## src/sfcr_pkg.sv

```systemverilog
// Shared types, constants and the CRC16 lookup table of the sample frame reader.
`default_nettype none

package sfcr_pkg;

  // Operation codes carried by the input word.
  typedef enum logic [1:0] {
    OP_SAMPLE  = 2'd0,
    OP_COMMAND = 2'd1,
    OP_READ    = 2'd2,
    OP_NONE    = 2'd3
  } op_t;

  localparam logic [15:0] CRC_INIT     = 16'hFFFF;
  localparam logic [7:0]  BAD_POINTER  = 8'hFF;
  // Command that selects the CRC bytes, and the offset it points at.
  localparam logic [7:0]  CMD_CRC_SLOT = 8'd9;
  localparam logic [7:0]  CRC_PTR      = 8'd8;
  // Highest command that selects a sample slot.
  localparam logic [7:0]  CMD_LAST_SAMPLE = 8'd3;

  // Control of the CRC accumulator.
  typedef struct packed {
    logic init;
    logic step;
  } crc_ctl_t;

  localparam logic [15:0] CRC_LUT [256] = '{
    16'h0000, 16'ha001, 16'he003, 16'h4002, 16'h6007, 16'hc006, 16'h8004, 16'h2005,
    16'hc00e, 16'h600f, 16'h200d, 16'h800c, 16'ha009, 16'h0008, 16'h400a, 16'he00b,
    16'h201d, 16'h801c, 16'hc01e, 16'h601f, 16'h401a, 16'he01b, 16'ha019, 16'h0018,
    16'he013, 16'h4012, 16'h0010, 16'ha011, 16'h8014, 16'h2015, 16'h6017, 16'hc016,
    16'h403a, 16'he03b, 16'ha039, 16'h0038, 16'h203d, 16'h803c, 16'hc03e, 16'h603f,
    16'h8034, 16'h2035, 16'h6037, 16'hc036, 16'he033, 16'h4032, 16'h0030, 16'ha031,
    16'h6027, 16'hc026, 16'h8024, 16'h2025, 16'h0020, 16'ha021, 16'he023, 16'h4022,
    16'ha029, 16'h0028, 16'h402a, 16'he02b, 16'hc02e, 16'h602f, 16'h202d, 16'h802c,
    16'h8074, 16'h2075, 16'h6077, 16'hc076, 16'he073, 16'h4072, 16'h0070, 16'ha071,
    16'h407a, 16'he07b, 16'ha079, 16'h0078, 16'h207d, 16'h807c, 16'hc07e, 16'h607f,
    16'ha069, 16'h0068, 16'h406a, 16'he06b, 16'hc06e, 16'h606f, 16'h206d, 16'h806c,
    16'h6067, 16'hc066, 16'h8064, 16'h2065, 16'h0060, 16'ha061, 16'he063, 16'h4062,
    16'hc04e, 16'h604f, 16'h204d, 16'h804c, 16'ha049, 16'h0048, 16'h404a, 16'he04b,
    16'h0040, 16'ha041, 16'he043, 16'h4042, 16'h6047, 16'hc046, 16'h8044, 16'h2045,
    16'he053, 16'h4052, 16'h0050, 16'ha051, 16'h8054, 16'h2055, 16'h6057, 16'hc056,
    16'h205d, 16'h805c, 16'hc05e, 16'h605f, 16'h405a, 16'he05b, 16'ha059, 16'h0058,
    16'ha0e9, 16'h00e8, 16'h40ea, 16'he0eb, 16'hc0ee, 16'h60ef, 16'h20ed, 16'h80ec,
    16'h60e7, 16'hc0e6, 16'h80e4, 16'h20e5, 16'h00e0, 16'ha0e1, 16'he0e3, 16'h40e2,
    16'h80f4, 16'h20f5, 16'h60f7, 16'hc0f6, 16'he0f3, 16'h40f2, 16'h00f0, 16'ha0f1,
    16'h40fa, 16'he0fb, 16'ha0f9, 16'h00f8, 16'h20fd, 16'h80fc, 16'hc0fe, 16'h60ff,
    16'he0d3, 16'h40d2, 16'h00d0, 16'ha0d1, 16'h80d4, 16'h20d5, 16'h60d7, 16'hc0d6,
    16'h20dd, 16'h80dc, 16'hc0de, 16'h60df, 16'h40da, 16'he0db, 16'ha0d9, 16'h00d8,
    16'hc0ce, 16'h60cf, 16'h20cd, 16'h80cc, 16'ha0c9, 16'h00c8, 16'h40ca, 16'he0cb,
    16'h00c0, 16'ha0c1, 16'he0c3, 16'h40c2, 16'h60c7, 16'hc0c6, 16'h80c4, 16'h20c5,
    16'h209d, 16'h809c, 16'hc09e, 16'h609f, 16'h409a, 16'he09b, 16'ha099, 16'h0098,
    16'he093, 16'h4092, 16'h0090, 16'ha091, 16'h8094, 16'h2095, 16'h6097, 16'hc096,
    16'h0080, 16'ha081, 16'he083, 16'h4082, 16'h6087, 16'hc086, 16'h8084, 16'h2085,
    16'hc08e, 16'h608f, 16'h208d, 16'h808c, 16'ha089, 16'h0088, 16'h408a, 16'he08b,
    16'h60a7, 16'hc0a6, 16'h80a4, 16'h20a5, 16'h00a0, 16'ha0a1, 16'he0a3, 16'h40a2,
    16'ha0a9, 16'h00a8, 16'h40aa, 16'he0ab, 16'hc0ae, 16'h60af, 16'h20ad, 16'h80ac,
    16'h40ba, 16'he0bb, 16'ha0b9, 16'h00b8, 16'h20bd, 16'h80bc, 16'hc0be, 16'h60bf,
    16'h80b4, 16'h20b5, 16'h60b7, 16'hc0b6, 16'he0b3, 16'h40b2, 16'h00b0, 16'ha0b1
  };

endpackage

`default_nettype wire

```

## src/sfcr_if.sv

```systemverilog
// Valid/ready channel interfaces for the input and result words.
`default_nettype none

interface sfcr_in_if;
  logic        valid;
  logic        ready;
  logic [1:0]  op;
  logic [15:0] sample_value;
  logic [7:0]  command_byte;

  modport source (output valid, output op, output sample_value, output command_byte,
                  input ready);
  modport sink (input valid, input op, input sample_value, input command_byte,
                output ready);
endinterface

interface sfcr_out_if;
  logic        valid;
  logic        ready;
  logic [7:0]  read_byte;
  logic        out_of_range;
  logic        frame_done;
  logic [15:0] frame_crc;

  modport source (output valid, output read_byte, output out_of_range, output frame_done,
                  output frame_crc, input ready);
  modport sink (input valid, input read_byte, input out_of_range, input frame_done,
                input frame_crc, output ready);
endinterface

`default_nettype wire

```

## src/sfcr_ram.sv

```systemverilog
// Generic single-write, single-read RAM with a registered read port.
`default_nettype none

module sfcr_ram #(
  parameter int WIDTH = 8,
  parameter int DEPTH = 10
) (
  input  wire logic                     clk,
  input  wire logic                     we,
  input  wire logic [$clog2(DEPTH)-1:0] waddr,
  input  wire logic [WIDTH-1:0]         wdata,
  input  wire logic [$clog2(DEPTH)-1:0] raddr,
  output logic      [WIDTH-1:0]         rdata
);

  logic [WIDTH-1:0] mem [DEPTH];

  // Write port and registered read port.
  always_ff @(posedge clk) begin
    if (we) begin
      mem[waddr] <= wdata;
    end
    rdata <= mem[raddr];
  end

endmodule

`default_nettype wire

```

## src/sfcr_crc.sv

```systemverilog
// Table-driven CRC16 accumulator that folds in one byte per step.
`default_nettype none

module sfcr_crc (
  input  wire logic              clk,
  input  wire sfcr_pkg::crc_ctl_t ctl,
  input  wire logic [7:0]        data,
  output logic      [15:0]       crc
);
  import sfcr_pkg::*;

  logic [7:0]  idx;
  logic [15:0] crc_next;

  // One table lookup per byte: index by the high byte mixed with the data.
  always_comb begin
    idx      = crc[15:8] ^ data;
    crc_next = {crc[7:0], 8'h00} ^ CRC_LUT[idx];
  end

  always_ff @(posedge clk) begin
    if (ctl.init) begin
      crc <= CRC_INIT;
    end else if (ctl.step) begin
      crc <= crc_next;
    end
  end

endmodule

`default_nettype wire

```

## src/sample_frame_crc_register_reader.sv

```systemverilog
// Top level: sequencer around the frame store RAM, CRC unit and result register.
//
// Each input word is taken in the idle state and worked on alone. A command word
// goes to its result state directly; a read in range waits in a state for the
// registered RAM read; a sample writes its low and high byte into the store. The
// sample that completes a frame also runs the CRC over the 2*SAMPLES_PER_FRAME
// stored bytes, one RAM read and one table lookup per cycle, then writes the two
// CRC bytes. The frame store has a single write port and a single read port. The
// store clears at reset through one valid bit per byte, so no clearing pass is
// needed. A finished result waits in the output register while the next word is
// accepted.
`default_nettype none

module sample_frame_crc_register_reader #(
  parameter int SAMPLES_PER_FRAME = 4
) (
  input  wire logic clk,
  input  wire logic rst,
  sfcr_in_if.sink   in_ch,
  sfcr_out_if.source out_ch
);
  import sfcr_pkg::*;

  localparam int DATA_BYTES  = 2 * SAMPLES_PER_FRAME;
  localparam int STORE_BYTES = DATA_BYTES + 2;
  localparam int ADDR_W      = $clog2(STORE_BYTES);
  localparam int SLOT_W      = (SAMPLES_PER_FRAME > 1) ? $clog2(SAMPLES_PER_FRAME) : 1;
  localparam int CNT_W       = $clog2(DATA_BYTES + 1);

  typedef enum logic [7:0] {
    S_IDLE   = 8'b0000_0001,
    S_WLO    = 8'b0000_0010,
    S_WHI    = 8'b0000_0100,
    S_RDWAIT = 8'b0000_1000,
    S_CRC    = 8'b0001_0000,
    S_CLO    = 8'b0010_0000,
    S_CHI    = 8'b0100_0000,
    S_EMIT   = 8'b1000_0000
  } state_t;

  state_t              state, state_next;
  logic [SLOT_W-1:0]   slot;
  logic [7:0]          ptr;
  logic [CNT_W-1:0]    cnt;
  logic [15:0]         sample;
  logic [STORE_BYTES-1:0] vld;
  logic                rd_vld;

  // Result being built for the current word.
  logic [7:0]          res_byte;
  logic                res_oor;
  logic                res_done;
  logic [15:0]         res_crc;

  logic                accept;
  logic                emit;
  logic                ram_we;
  logic [ADDR_W-1:0]   ram_waddr;
  logic [7:0]          ram_wdata;
  logic [ADDR_W-1:0]   ram_raddr;
  logic [7:0]          ram_q;
  logic [7:0]          rd_byte;
  logic [ADDR_W-1:0]   slot_addr;
  logic                slot_last;
  logic                ptr_in_range;
  crc_ctl_t            crc_ctl;
  logic [15:0]         crc;

  assign in_ch.ready  = (state == S_IDLE);
  assign accept       = in_ch.valid && in_ch.ready;
  assign emit         = (state == S_EMIT) && (!out_ch.valid || out_ch.ready);
  assign slot_addr    = ADDR_W'({slot, 1'b0});
  assign slot_last    = (slot == SLOT_W'(SAMPLES_PER_FRAME - 1));
  assign ptr_in_range = (ptr < 8'(STORE_BYTES));
  // Bytes never written since reset read as zero.
  assign rd_byte      = rd_vld ? ram_q : 8'h00;

  // Next state.
  always_comb begin
    state_next = state;
    unique case (state)
      S_IDLE: begin
        if (accept) begin
          case (op_t'(in_ch.op))
            OP_SAMPLE: state_next = S_WLO;
            OP_READ:   state_next = ptr_in_range ? S_RDWAIT : S_EMIT;
            default:   state_next = S_EMIT;
          endcase
        end
      end
      S_WLO:    state_next = S_WHI;
      S_WHI:    state_next = slot_last ? S_CRC : S_EMIT;
      S_RDWAIT: state_next = S_EMIT;
      S_CRC:    state_next = (cnt == CNT_W'(DATA_BYTES)) ? S_CLO : S_CRC;
      S_CLO:    state_next = S_CHI;
      S_CHI:    state_next = S_EMIT;
      S_EMIT:   state_next = emit ? S_IDLE : S_EMIT;
      default:  state_next = S_IDLE;
    endcase
  end

  // Frame store write and read addressing.
  always_comb begin
    ram_we    = 1'b0;
    ram_waddr = slot_addr;
    ram_wdata = sample[7:0];
    ram_raddr = '0;
    crc_ctl   = '0;
    case (state)
      S_IDLE: ram_raddr = ptr[ADDR_W-1:0];
      S_WLO:  ram_we = 1'b1;
      S_WHI: begin
        ram_we       = 1'b1;
        ram_waddr    = slot_addr + ADDR_W'(1);
        ram_wdata    = sample[15:8];
        crc_ctl.init = slot_last;
      end
      S_CRC: begin
        ram_raddr    = ADDR_W'(cnt);
        crc_ctl.step = (cnt != '0);
      end
      S_CLO: begin
        ram_we    = 1'b1;
        ram_waddr = ADDR_W'(DATA_BYTES);
        ram_wdata = crc[7:0];
      end
      S_CHI: begin
        ram_we    = 1'b1;
        ram_waddr = ADDR_W'(DATA_BYTES + 1);
        ram_wdata = crc[15:8];
      end
      default: ram_raddr = '0;
    endcase
  end

  // Control state: sequencer, slot count, read pointer, valid bits.
  always_ff @(posedge clk) begin
    if (rst) begin
      state <= S_IDLE;
      slot  <= '0;
      ptr   <= '0;
      vld   <= '0;
      cnt   <= '0;
    end else begin
      state <= state_next;
      if (ram_we) begin
        vld[ram_waddr] <= 1'b1;
      end
      if (state == S_WHI) begin
        slot <= slot_last ? '0 : slot + SLOT_W'(1);
        cnt  <= '0;
      end
      if (state == S_CRC) begin
        cnt <= cnt + CNT_W'(1);
      end
      if (accept) begin
        case (op_t'(in_ch.op))
          OP_COMMAND: begin
            if (in_ch.command_byte <= CMD_LAST_SAMPLE) begin
              ptr <= {in_ch.command_byte[6:0], 1'b0};
            end else if (in_ch.command_byte == CMD_CRC_SLOT) begin
              ptr <= CRC_PTR;
            end else begin
              ptr <= BAD_POINTER;
            end
          end
          OP_READ:    ptr <= ptr + 8'd1;
          default:    ptr <= ptr;
        endcase
      end
    end
  end

  // Valid bit of the byte being read, aligned with the RAM output.
  always_ff @(posedge clk) begin
    rd_vld <= vld[ram_raddr];
  end

  // Input latch and result assembly.
  always_ff @(posedge clk) begin
    if (accept) begin
      sample   <= in_ch.sample_value;
      res_byte <= 8'h00;
      res_oor  <= (op_t'(in_ch.op) == OP_READ) && !ptr_in_range;
      res_done <= 1'b0;
      res_crc  <= 16'h0000;
    end
    if (state == S_RDWAIT) begin
      res_byte <= rd_byte;
    end
    if (state == S_CHI) begin
      res_done <= 1'b1;
      res_crc  <= crc;
    end
  end

  // Output register.
  always_ff @(posedge clk) begin
    if (rst) begin
      out_ch.valid <= 1'b0;
    end else if (emit) begin
      out_ch.valid <= 1'b1;
    end else if (out_ch.ready) begin
      out_ch.valid <= 1'b0;
    end
  end

  always_ff @(posedge clk) begin
    if (emit) begin
      out_ch.read_byte    <= res_byte;
      out_ch.out_of_range <= res_oor;
      out_ch.frame_done   <= res_done;
      out_ch.frame_crc    <= res_crc;
    end
  end

  sfcr_ram #(
    .WIDTH (8),
    .DEPTH (STORE_BYTES)
  ) u_store (
    .clk   (clk),
    .we    (ram_we),
    .waddr (ram_waddr),
    .wdata (ram_wdata),
    .raddr (ram_raddr),
    .rdata (ram_q)
  );

  sfcr_crc u_crc (
    .clk  (clk),
    .ctl  (crc_ctl),
    .data (rd_byte),
    .crc  (crc)
  );

  // A completed frame never also reports a read.
  a_done_no_read: assert property (@(posedge clk) disable iff (rst)
    out_ch.valid && out_ch.frame_done |-> !out_ch.out_of_range && out_ch.read_byte == 8'h00)
    else $error("frame result carries read data");

  // The slot count stays inside the frame.
  a_slot_range: assert property (@(posedge clk) disable iff (rst)
    slot <= SLOT_W'(SAMPLES_PER_FRAME - 1))
    else $error("sample slot beyond frame");

  // The store is written only by the sample and CRC write steps.
  a_write_states: assert property (@(posedge clk) disable iff (rst)
    ram_we |-> state == S_WLO || state == S_WHI || state == S_CLO || state == S_CHI)
    else $error("store written outside a write step");

  // A CRC pass always ends with the two CRC byte writes.
  a_crc_ends: assert property (@(posedge clk) disable iff (rst)
    state == S_CRC && cnt == CNT_W'(DATA_BYTES) |=> state == S_CLO ##1 state == S_CHI)
    else $error("CRC pass did not write back");

endmodule

`default_nettype wire

```

## src/flat_wrapper.sv

```systemverilog
// flat-port wrapper written by rule: the top's interface ports become plain ports
module sample_frame_crc_register_reader_flat import sfcr_pkg::*;
#(
  parameter int SAMPLES_PER_FRAME = 4
)
  (clk, rst, in_ch_valid, in_ch_op, in_ch_sample_value, in_ch_command_byte, in_ch_ready, out_ch_valid, out_ch_read_byte, out_ch_out_of_range, out_ch_frame_done, out_ch_frame_crc, out_ch_ready);
  sfcr_in_if in_ch_i ();
  sfcr_out_if out_ch_i ();
  input  wire logic clk;
  input  wire logic rst;
  input wire logic [$bits(in_ch_i.valid)-1:0] in_ch_valid;
  input wire logic [$bits(in_ch_i.op)-1:0] in_ch_op;
  input wire logic [$bits(in_ch_i.sample_value)-1:0] in_ch_sample_value;
  input wire logic [$bits(in_ch_i.command_byte)-1:0] in_ch_command_byte;
  output wire logic [$bits(in_ch_i.ready)-1:0] in_ch_ready;
  output wire logic [$bits(out_ch_i.valid)-1:0] out_ch_valid;
  output wire logic [$bits(out_ch_i.read_byte)-1:0] out_ch_read_byte;
  output wire logic [$bits(out_ch_i.out_of_range)-1:0] out_ch_out_of_range;
  output wire logic [$bits(out_ch_i.frame_done)-1:0] out_ch_frame_done;
  output wire logic [$bits(out_ch_i.frame_crc)-1:0] out_ch_frame_crc;
  input wire logic [$bits(out_ch_i.ready)-1:0] out_ch_ready;
  assign in_ch_i.valid = in_ch_valid;
  assign in_ch_i.op = in_ch_op;
  assign in_ch_i.sample_value = in_ch_sample_value;
  assign in_ch_i.command_byte = in_ch_command_byte;
  assign in_ch_ready = in_ch_i.ready;
  assign out_ch_valid = out_ch_i.valid;
  assign out_ch_read_byte = out_ch_i.read_byte;
  assign out_ch_out_of_range = out_ch_i.out_of_range;
  assign out_ch_frame_done = out_ch_i.frame_done;
  assign out_ch_frame_crc = out_ch_i.frame_crc;
  assign out_ch_i.ready = out_ch_ready;
  sample_frame_crc_register_reader #(.SAMPLES_PER_FRAME(SAMPLES_PER_FRAME)) u_core (.clk(clk), .rst(rst), .in_ch(in_ch_i), .out_ch(out_ch_i));
endmodule
```

## config.mk

```make
export PLATFORM = sky130hd
export DESIGN_NAME = sample_frame_crc_register_reader_flat
export DESIGN_NICKNAME = d
export VERILOG_FILES = /design/src/sfcr_pkg.sv /design/src/sfcr_if.sv /design/src/sfcr_ram.sv /design/src/sfcr_crc.sv /design/src/sample_frame_crc_register_reader.sv /design/src/flat_wrapper.sv
export SDC_FILE = /design/constraint.sdc
export NUM_CORES = 1
export LEC_CHECK = 0
export BUFFER_PORTS_ARGS = -buffer_cell sky130_fd_sc_hd__buf_4
export CAP_MARGIN = 40
export CELL_PAD_IN_SITES_DETAIL_PLACEMENT = 1
export CELL_PAD_IN_SITES_GLOBAL_PLACEMENT = 1
export CORE_MARGIN = 3
export CORE_UTILIZATION = 49
export DETAILED_ROUTE_END_ITERATION = 16
export PLACE_DENSITY_LB_ADDON = 0.12
export SETUP_SLACK_MARGIN = 0.05
export SLEW_MARGIN = 40
export SYNTH_ARGS = -nofsm -noshare
export SYNTH_HDL_FRONTEND = slang
export SYNTH_SLANG_ARGS = --single-unit
```

## constraint.sdc

```tcl
create_clock -name clk -period 3.1 [get_ports clk]
set_input_delay 0.62 -clock clk [delete_from_list [all_inputs] [get_ports clk]]
set_output_delay 0.62 -clock clk [all_outputs]
set_load 0.005 [all_outputs]
```

* After elaboration in Yosys (flattened, before gate mapping)
Memory sizes are Yosys's and may differ from the RTL's. A register that Yosys moved wholly into a read port is not among the register bits. Index checks and enable logic that the tools add are counted.
Operators by class: add/sub/neg operators 4, multiply operators 0, divide/modulo/power cells 0, $lt $le $gt $ge 6, eq/ne operators 14, shifts and indexed selects 0, mux-type cells 34, bitwise gates (word level) 4, reductions and logical operators 17
Operators by type and width (count):
- 8-bit two-way mux | 9
- 16-bit two-way mux | 4
- 8-bit case mux with 7 select lines | 1
- 8-bit case mux with 2 select lines | 2
- 8-bit case mux with 3 select lines | 1
- 8-bit by 4-bit equality test with 1-bit output, second input constant | 2
- 16-bit bitwise XOR | 1
- 4-bit case mux with 3 select lines | 1
- 4-bit by 5-bit < comparator with 1-bit output, second input constant | 2
- 10-bit OR | 1
- 2-bit nonzero test | 5
- 9-bit >= comparator, second input constant | 1
- 1-bit two-way mux | 9
- 8-bit NOT with 9-bit output | 1
- 8-bit by 1-bit adder with 8-bit output, second input constant | 1
- 8-bit by 1-bit equality test with 1-bit output, second input constant | 1
- 8-bit by 2-bit equality test with 1-bit output, second input constant | 1
- 8-bit by 3-bit equality test with 1-bit output, second input constant | 1
- 8-bit by 5-bit equality test with 1-bit output, second input constant | 1
- 8-bit by 6-bit equality test with 1-bit output, second input constant | 1
- 8-bit by 7-bit equality test with 1-bit output, second input constant | 1
- 8-bit equality test, second input constant | 1
- 8-bit by 2-bit <= comparator with 1-bit output, second input constant | 1
- 8-bit by 4-bit < comparator with 1-bit output, second input constant | 1
- other kinds (23) | 29
Storage, ports and cells: register bits 118, bits in latches 0, RAM bits 80, bits in read-only memories 4096, input port bits 30, output and inout port bits 28, word-level logic and storage cells 98, memories 2
Memories:
- (name not given) | words 256, width 16, read ports 1, clocked after Yosys merged registers in 0, write ports 0, line sfcr_crc.sv:18 | crc_next = {crc[7:0], 8'h00} ^ CRC_LUT[idx];
- u_core.u_store.mem | words 10, width 8, read ports 1, clocked after Yosys merged registers in 1, write ports 1, line sfcr_ram.sv:16 | logic [WIDTH-1:0] mem [DEPTH];

* Longest topological paths before layout
depth in word-level cells 7, depth in mapped cells 8, depth with buffers taken out 7

* By module
A second synthesis with hierarchy kept.
Second synthesis, totals: cell total of the unflattened synthesis 652, area total of the unflattened synthesis 8597.0 um^2
Modules (own cells, without submodules):
- sample_frame_crc_register_reader | instances 1, cells each 377, area an instance 4292.9 um^2, sequential area each 2712.6 um^2
- sfcr_ram | instances 1, cells each 189, area an instance 3402.0 um^2, sequential area each 2562.5 um^2
- sfcr_crc | instances 1, cells each 86, area an instance 902.1 um^2, sequential area each 320.3 um^2

* Least setup slack after synthesis
Ideal clock, no wire load.
kind register -> register, start point register u_core.state[0], end point memory u_core.u_store.mem[1][0] (enable), library setup time 0.398 ns, data arrival time 2.185 ns, required time 2.702 ns, setup slack 0.517 ns, cell stages (with the launch flop) 6, path buffers 1, period minus slack after synthesis 2.583 ns, path through dfxtp_1 -> nor4_2 -> and2_1 -> clkbuf_1 -> nand2_1 -> nor4_1
On the way: word-level cells in the longest chain between the ends 5, elaborated cells between the ends (all ways) 9, those cells by class eq/ne: 4; mux: 4; reduce/logical: 1
Ends and longest elaborated chain:
- from (decl) | line sample_frame_crc_register_reader.sv:41 | state_t state, state_next;
- from (signal assigned) | line sample_frame_crc_register_reader.sv:145 | state <= state_next;
- 8-bit by 2-bit equality test with 1-bit output, or another cell as far along | line sample_frame_crc_register_reader.sv:109 | case (state)
- 4-bit OR reduction (no source line)
- 1-bit two-way mux | line sample_frame_crc_register_reader.sv:109
- 1-bit two-way mux | line sfcr_ram.sv:20 | if (we) begin
- 1-bit two-way mux (not written as such) | line sfcr_ram.sv:21 | mem[waddr] <= wdata;
- to (decl) | line sfcr_ram.sv:16
Parallel ways exist; a longest one is shown, timed or not.

* Worst setup path after layout
start point register u_core.state[7], end point memory u_core.u_store.mem[7][0] (data pin)
On the way: word-level cells in the longest chain between the ends 2, elaborated cells between the ends (all ways) 4, those cells by class eq/ne: 3; mux: 1
Ends and longest elaborated chain:
- 8-bit by 7-bit equality test with 1-bit output, or another cell as far along | line sample_frame_crc_register_reader.sv:109
- 8-bit case mux with 3 select lines (*) | line sample_frame_crc_register_reader.sv:109
- net u_core.ram_wdata[0] | line sample_frame_crc_register_reader.sv:59 | logic [7:0] ram_wdata;
The timed path passes the listed nets; every way through them passes the cells marked *.

==> results.toml <==
[outcome]
status = "completed"

[yosys]
ys_seq_area_share_pct = 65.54
synth-warning-count = 0
ys_seq_elements = 206
synth.distinct_cells = 61
synth_flop_cell = "edfxtp_1"
synth-xor-area-share_pct = 3.752
postSynthAreaPerCell_um2 = 12.86
synth-simple-area-share_pct = 14.36
synth_mux_area_share_pct = 1.656
syn_nets = 701
synthAdderAreaFrac_pct = 1.026
syn_inst = 664
synth_edf_count = 147
async_flop_share_pct = 0
synth_top_family_by_area = "simple AND/OR/NAND/NOR gates"
synth_compound_area_share_pct = 10.60
netlist_area_um2 = 8537

[floorplanning]
design.die.area_um2 = 19040
core_um2 = 16820
ios = 58
die_h_um = 138.0
die_x_um = 138.0
initial_core_util_pct = 50.76
num_rows = 47

[detailed_routing]
detail_route.wl_per_cell_um = 23.52
ant_nets = 0
initialDrtViolationCount = 502
routed_wl_mm = 22.84
drtPass1Iterations = 5
vias = 5849
drc = 0
vias_per_cell = 6.024

[power_and_ir_drop]
ir_drop_v = 0.0004745
powerDensity_nw_per_um2 = 691.4
p_leak_nw = 3.641

[min_path]
hold_path.class = "in2reg"
hold_depth = 1

[grt]
grt_pass1_vias = 6196
overflow = 0
grt_pass1_wl_mm = 35.38
grt_use_total_pct = 24.64
antenna_found_initial = 0
grt_max_degree = 38

[clock_network]
cts_buffers = 22
clockRootBuffer = "clkbuf_16"
cts_setup_buffers = 0
cts.sinks = 206
clkTransAtPathRegs_ns = 0.06
clk_path_buf_depth = 3
clock_latency_ns = 0.51
cts_tree = "built"
cts_hold_buf = 0
ctsHtreeMaxLevel = 1

[place]
place.gp.congestion = 0.8409
hpwl_mm = 15.18
portBuffers = 57
post-place-ws_ns = 0.1452

[sta]
tns_ns = 0
fmax_ghz = 0.3548
max-slew-margin-rel_pct = 44.19
min_period_ns = 2.818
rsz0062_at_grt = "no"
setup_viol = 0
worst_pin_slew_ns = 0.8339
min_period_over_period_pct = 90.92
slew_violations = 0
skew_ns = 0.008485
postLayoutSetupSlackWorst_ns = 0.2816
hold_viol = 0

[setup_path]
timing.rr.end = "u_core.u_store.mem[7][0]"
cp-endpoint = "u_core.u_store.mem[7][0]"
reg2reg_from = "u_core.state[7]"
worstPathRequired_ns = 3.31
crit_arrival_ns = 3.03
worstRegToRegCells = 6
cp-start-kind = "register"
crit_path_end_kind = "register"
crit_fanout = 17
r2r_slack_ns = 0.28
crit_type = "reg2reg"
startpoint = "u_core.state[7]"

[run]
cap_violations = 0

[layout]
regArea_um2 = 5595
nFillCells = 1696
diodes = 0
nNetsFinal = 772
final_layout_size_suffix_gt1_share_pct = 18.51
multi_input_area_um2 = 2703
area_delta_synth_final_pct = 16.87
[logic make-up (layout without fill, tap and decap cells)]
group	Yosys count	in the layout
simple gates	233	233
flops	206	206
compound gates	120	120
buf+inv	49	136
xor+xnor	35	35
mux	14	14
fa+ha+maj	7	7
[through the flow]
stage	area, µm²	cells	power [W]	utilization [%]	hold WS [ns]
2_1_floorplan	8537	664	0.003938	-	0.4003
3_3_place_gp	9229	931	0.004223	54.87	0.4008
3_5_place_dp	9236	931	0.004268	54.92	0.4052
4_1_cts	9968	971	0.006925	59.27	0.2697
5_1_grt	9977	971	0.007147	59.32	0.2675
6_report	9977	971	0.006898	59.32	0.2852
[power breakdown]
group	internal (W)	total (W)	switching [W]	leakage, nW
sequential	0.00319	0.00333	0.000145	1.83
clock	0.00160	0.00266	0.00106	0.360
combinational	0.000339	0.000905	0.000566	1.45
total	0.00512	0.00690	0.00178	3.64
[synth_stat cells, types with 7 or more instances]
cell type  instances  area share [%]
buf_2              7            0.41
xnor2_1           23             2.4
ha_1               7             1.0
nor2_1            39             1.7
edfxtp_1         147              52
dfxtp_1           59              14
a2111oi_0         27             2.8
a2111oi_1          7            0.82
mux2i_1           13             1.5
clkbuf_1          17            0.75
a221oi_1          10             1.0
o211ai_1          11            0.97
o21a_1             8            0.70
nand2_1           65             2.9
nand3_1           27             1.6
and3_1            52             3.8
nor3_1            13            0.76
o21ai_0           18             1.1
xor2_1            11             1.1
a21oi_1           17             1.0
inv_1             12            0.53
[final cells by class]
type                            instances  share of cell area, %
Multi-Input combinational cell        409                  27.09
Timing Repair Buffer                   83                  6.245
Inverter                               13                 0.4891
Clock inverter                          9                 0.9656
Tap cell                              220                  2.759
Clock buffer                           31                  6.371
Sequential cell                       206                  56.08
[worst max-delay path: stages (launching register included)]
cell and delay, ns:
dfxtp_1 0.37, or4_1 0.59, nor3_1 0.22, nand2_1 0.17
clkinv_1 0.41, a221oi_1 0.15, a21oi_1 0.61
[per-layer routing]
metal / up-vias / global-route usage [%] / share of wire [%]
met5: - / 0 / 0
met2: 195 / 43.25 / 51
met1: 2948 / 30.97 / 40
met4: 0 / 9.001 / 3.2
met3: 50 / 3.701 / 5.3
li1: 2656 / - / -
[state kept, by name, summed over array words and instances (netlist names), 2 cells and up]
| name | cells |
|---|---|
| u_core.out_ch.frame_crc | 16 |
| u_core.u_store.mem | 80 |
| u_core.vld | 10 |
| u_core.res_crc | 16 |
| u_core.cnt | 4 |
| u_core.out_ch.read_byte | 8 |
| u_core.sample | 16 |
| u_core.slot | 2 |
| u_core.u_store.rdata | 8 |
| u_core.u_crc.crc | 16 |
| u_core.state | 8 |
| u_core.ptr | 8 |
| u_core.res_byte | 8 |
[how the worst min path moves through the flow]
stage                     slack, ns                          end                  start
after floorplan                0.40   u_core.out_ch.frame_crc[0]      u_core.res_crc[0]
after global placement         0.40  u_core.out_ch.frame_crc[13]     u_core.res_crc[13]
after detailed placement       0.41   u_core.out_ch.frame_crc[2]      u_core.res_crc[2]
after CTS                      0.27             u_core.sample[1]  in_ch_sample_value[1]
after global routing           0.27             u_core.sample[1]  in_ch_sample_value[1]
final                          0.29             u_core.sample[1]  in_ch_sample_value[1]
[placed cells by master, fill, tap and decap left out, types with 23 or more instances in the layout]
master,count
a2111oi_0,27
and3_1,52
buf_4,83
clkbuf_16,23
dfxtp_1,59
edfxtp_1,147
nand2_1,65
nand3_1,27
nor2_1,38
xnor2_1,23
[timing repair]
item                       in CTS  in global routing
setup endpoints to repair       0                  3
hold endpoints to repair        0                  0
resized for setup               0                  2
(Power assumes the default switching activity.)
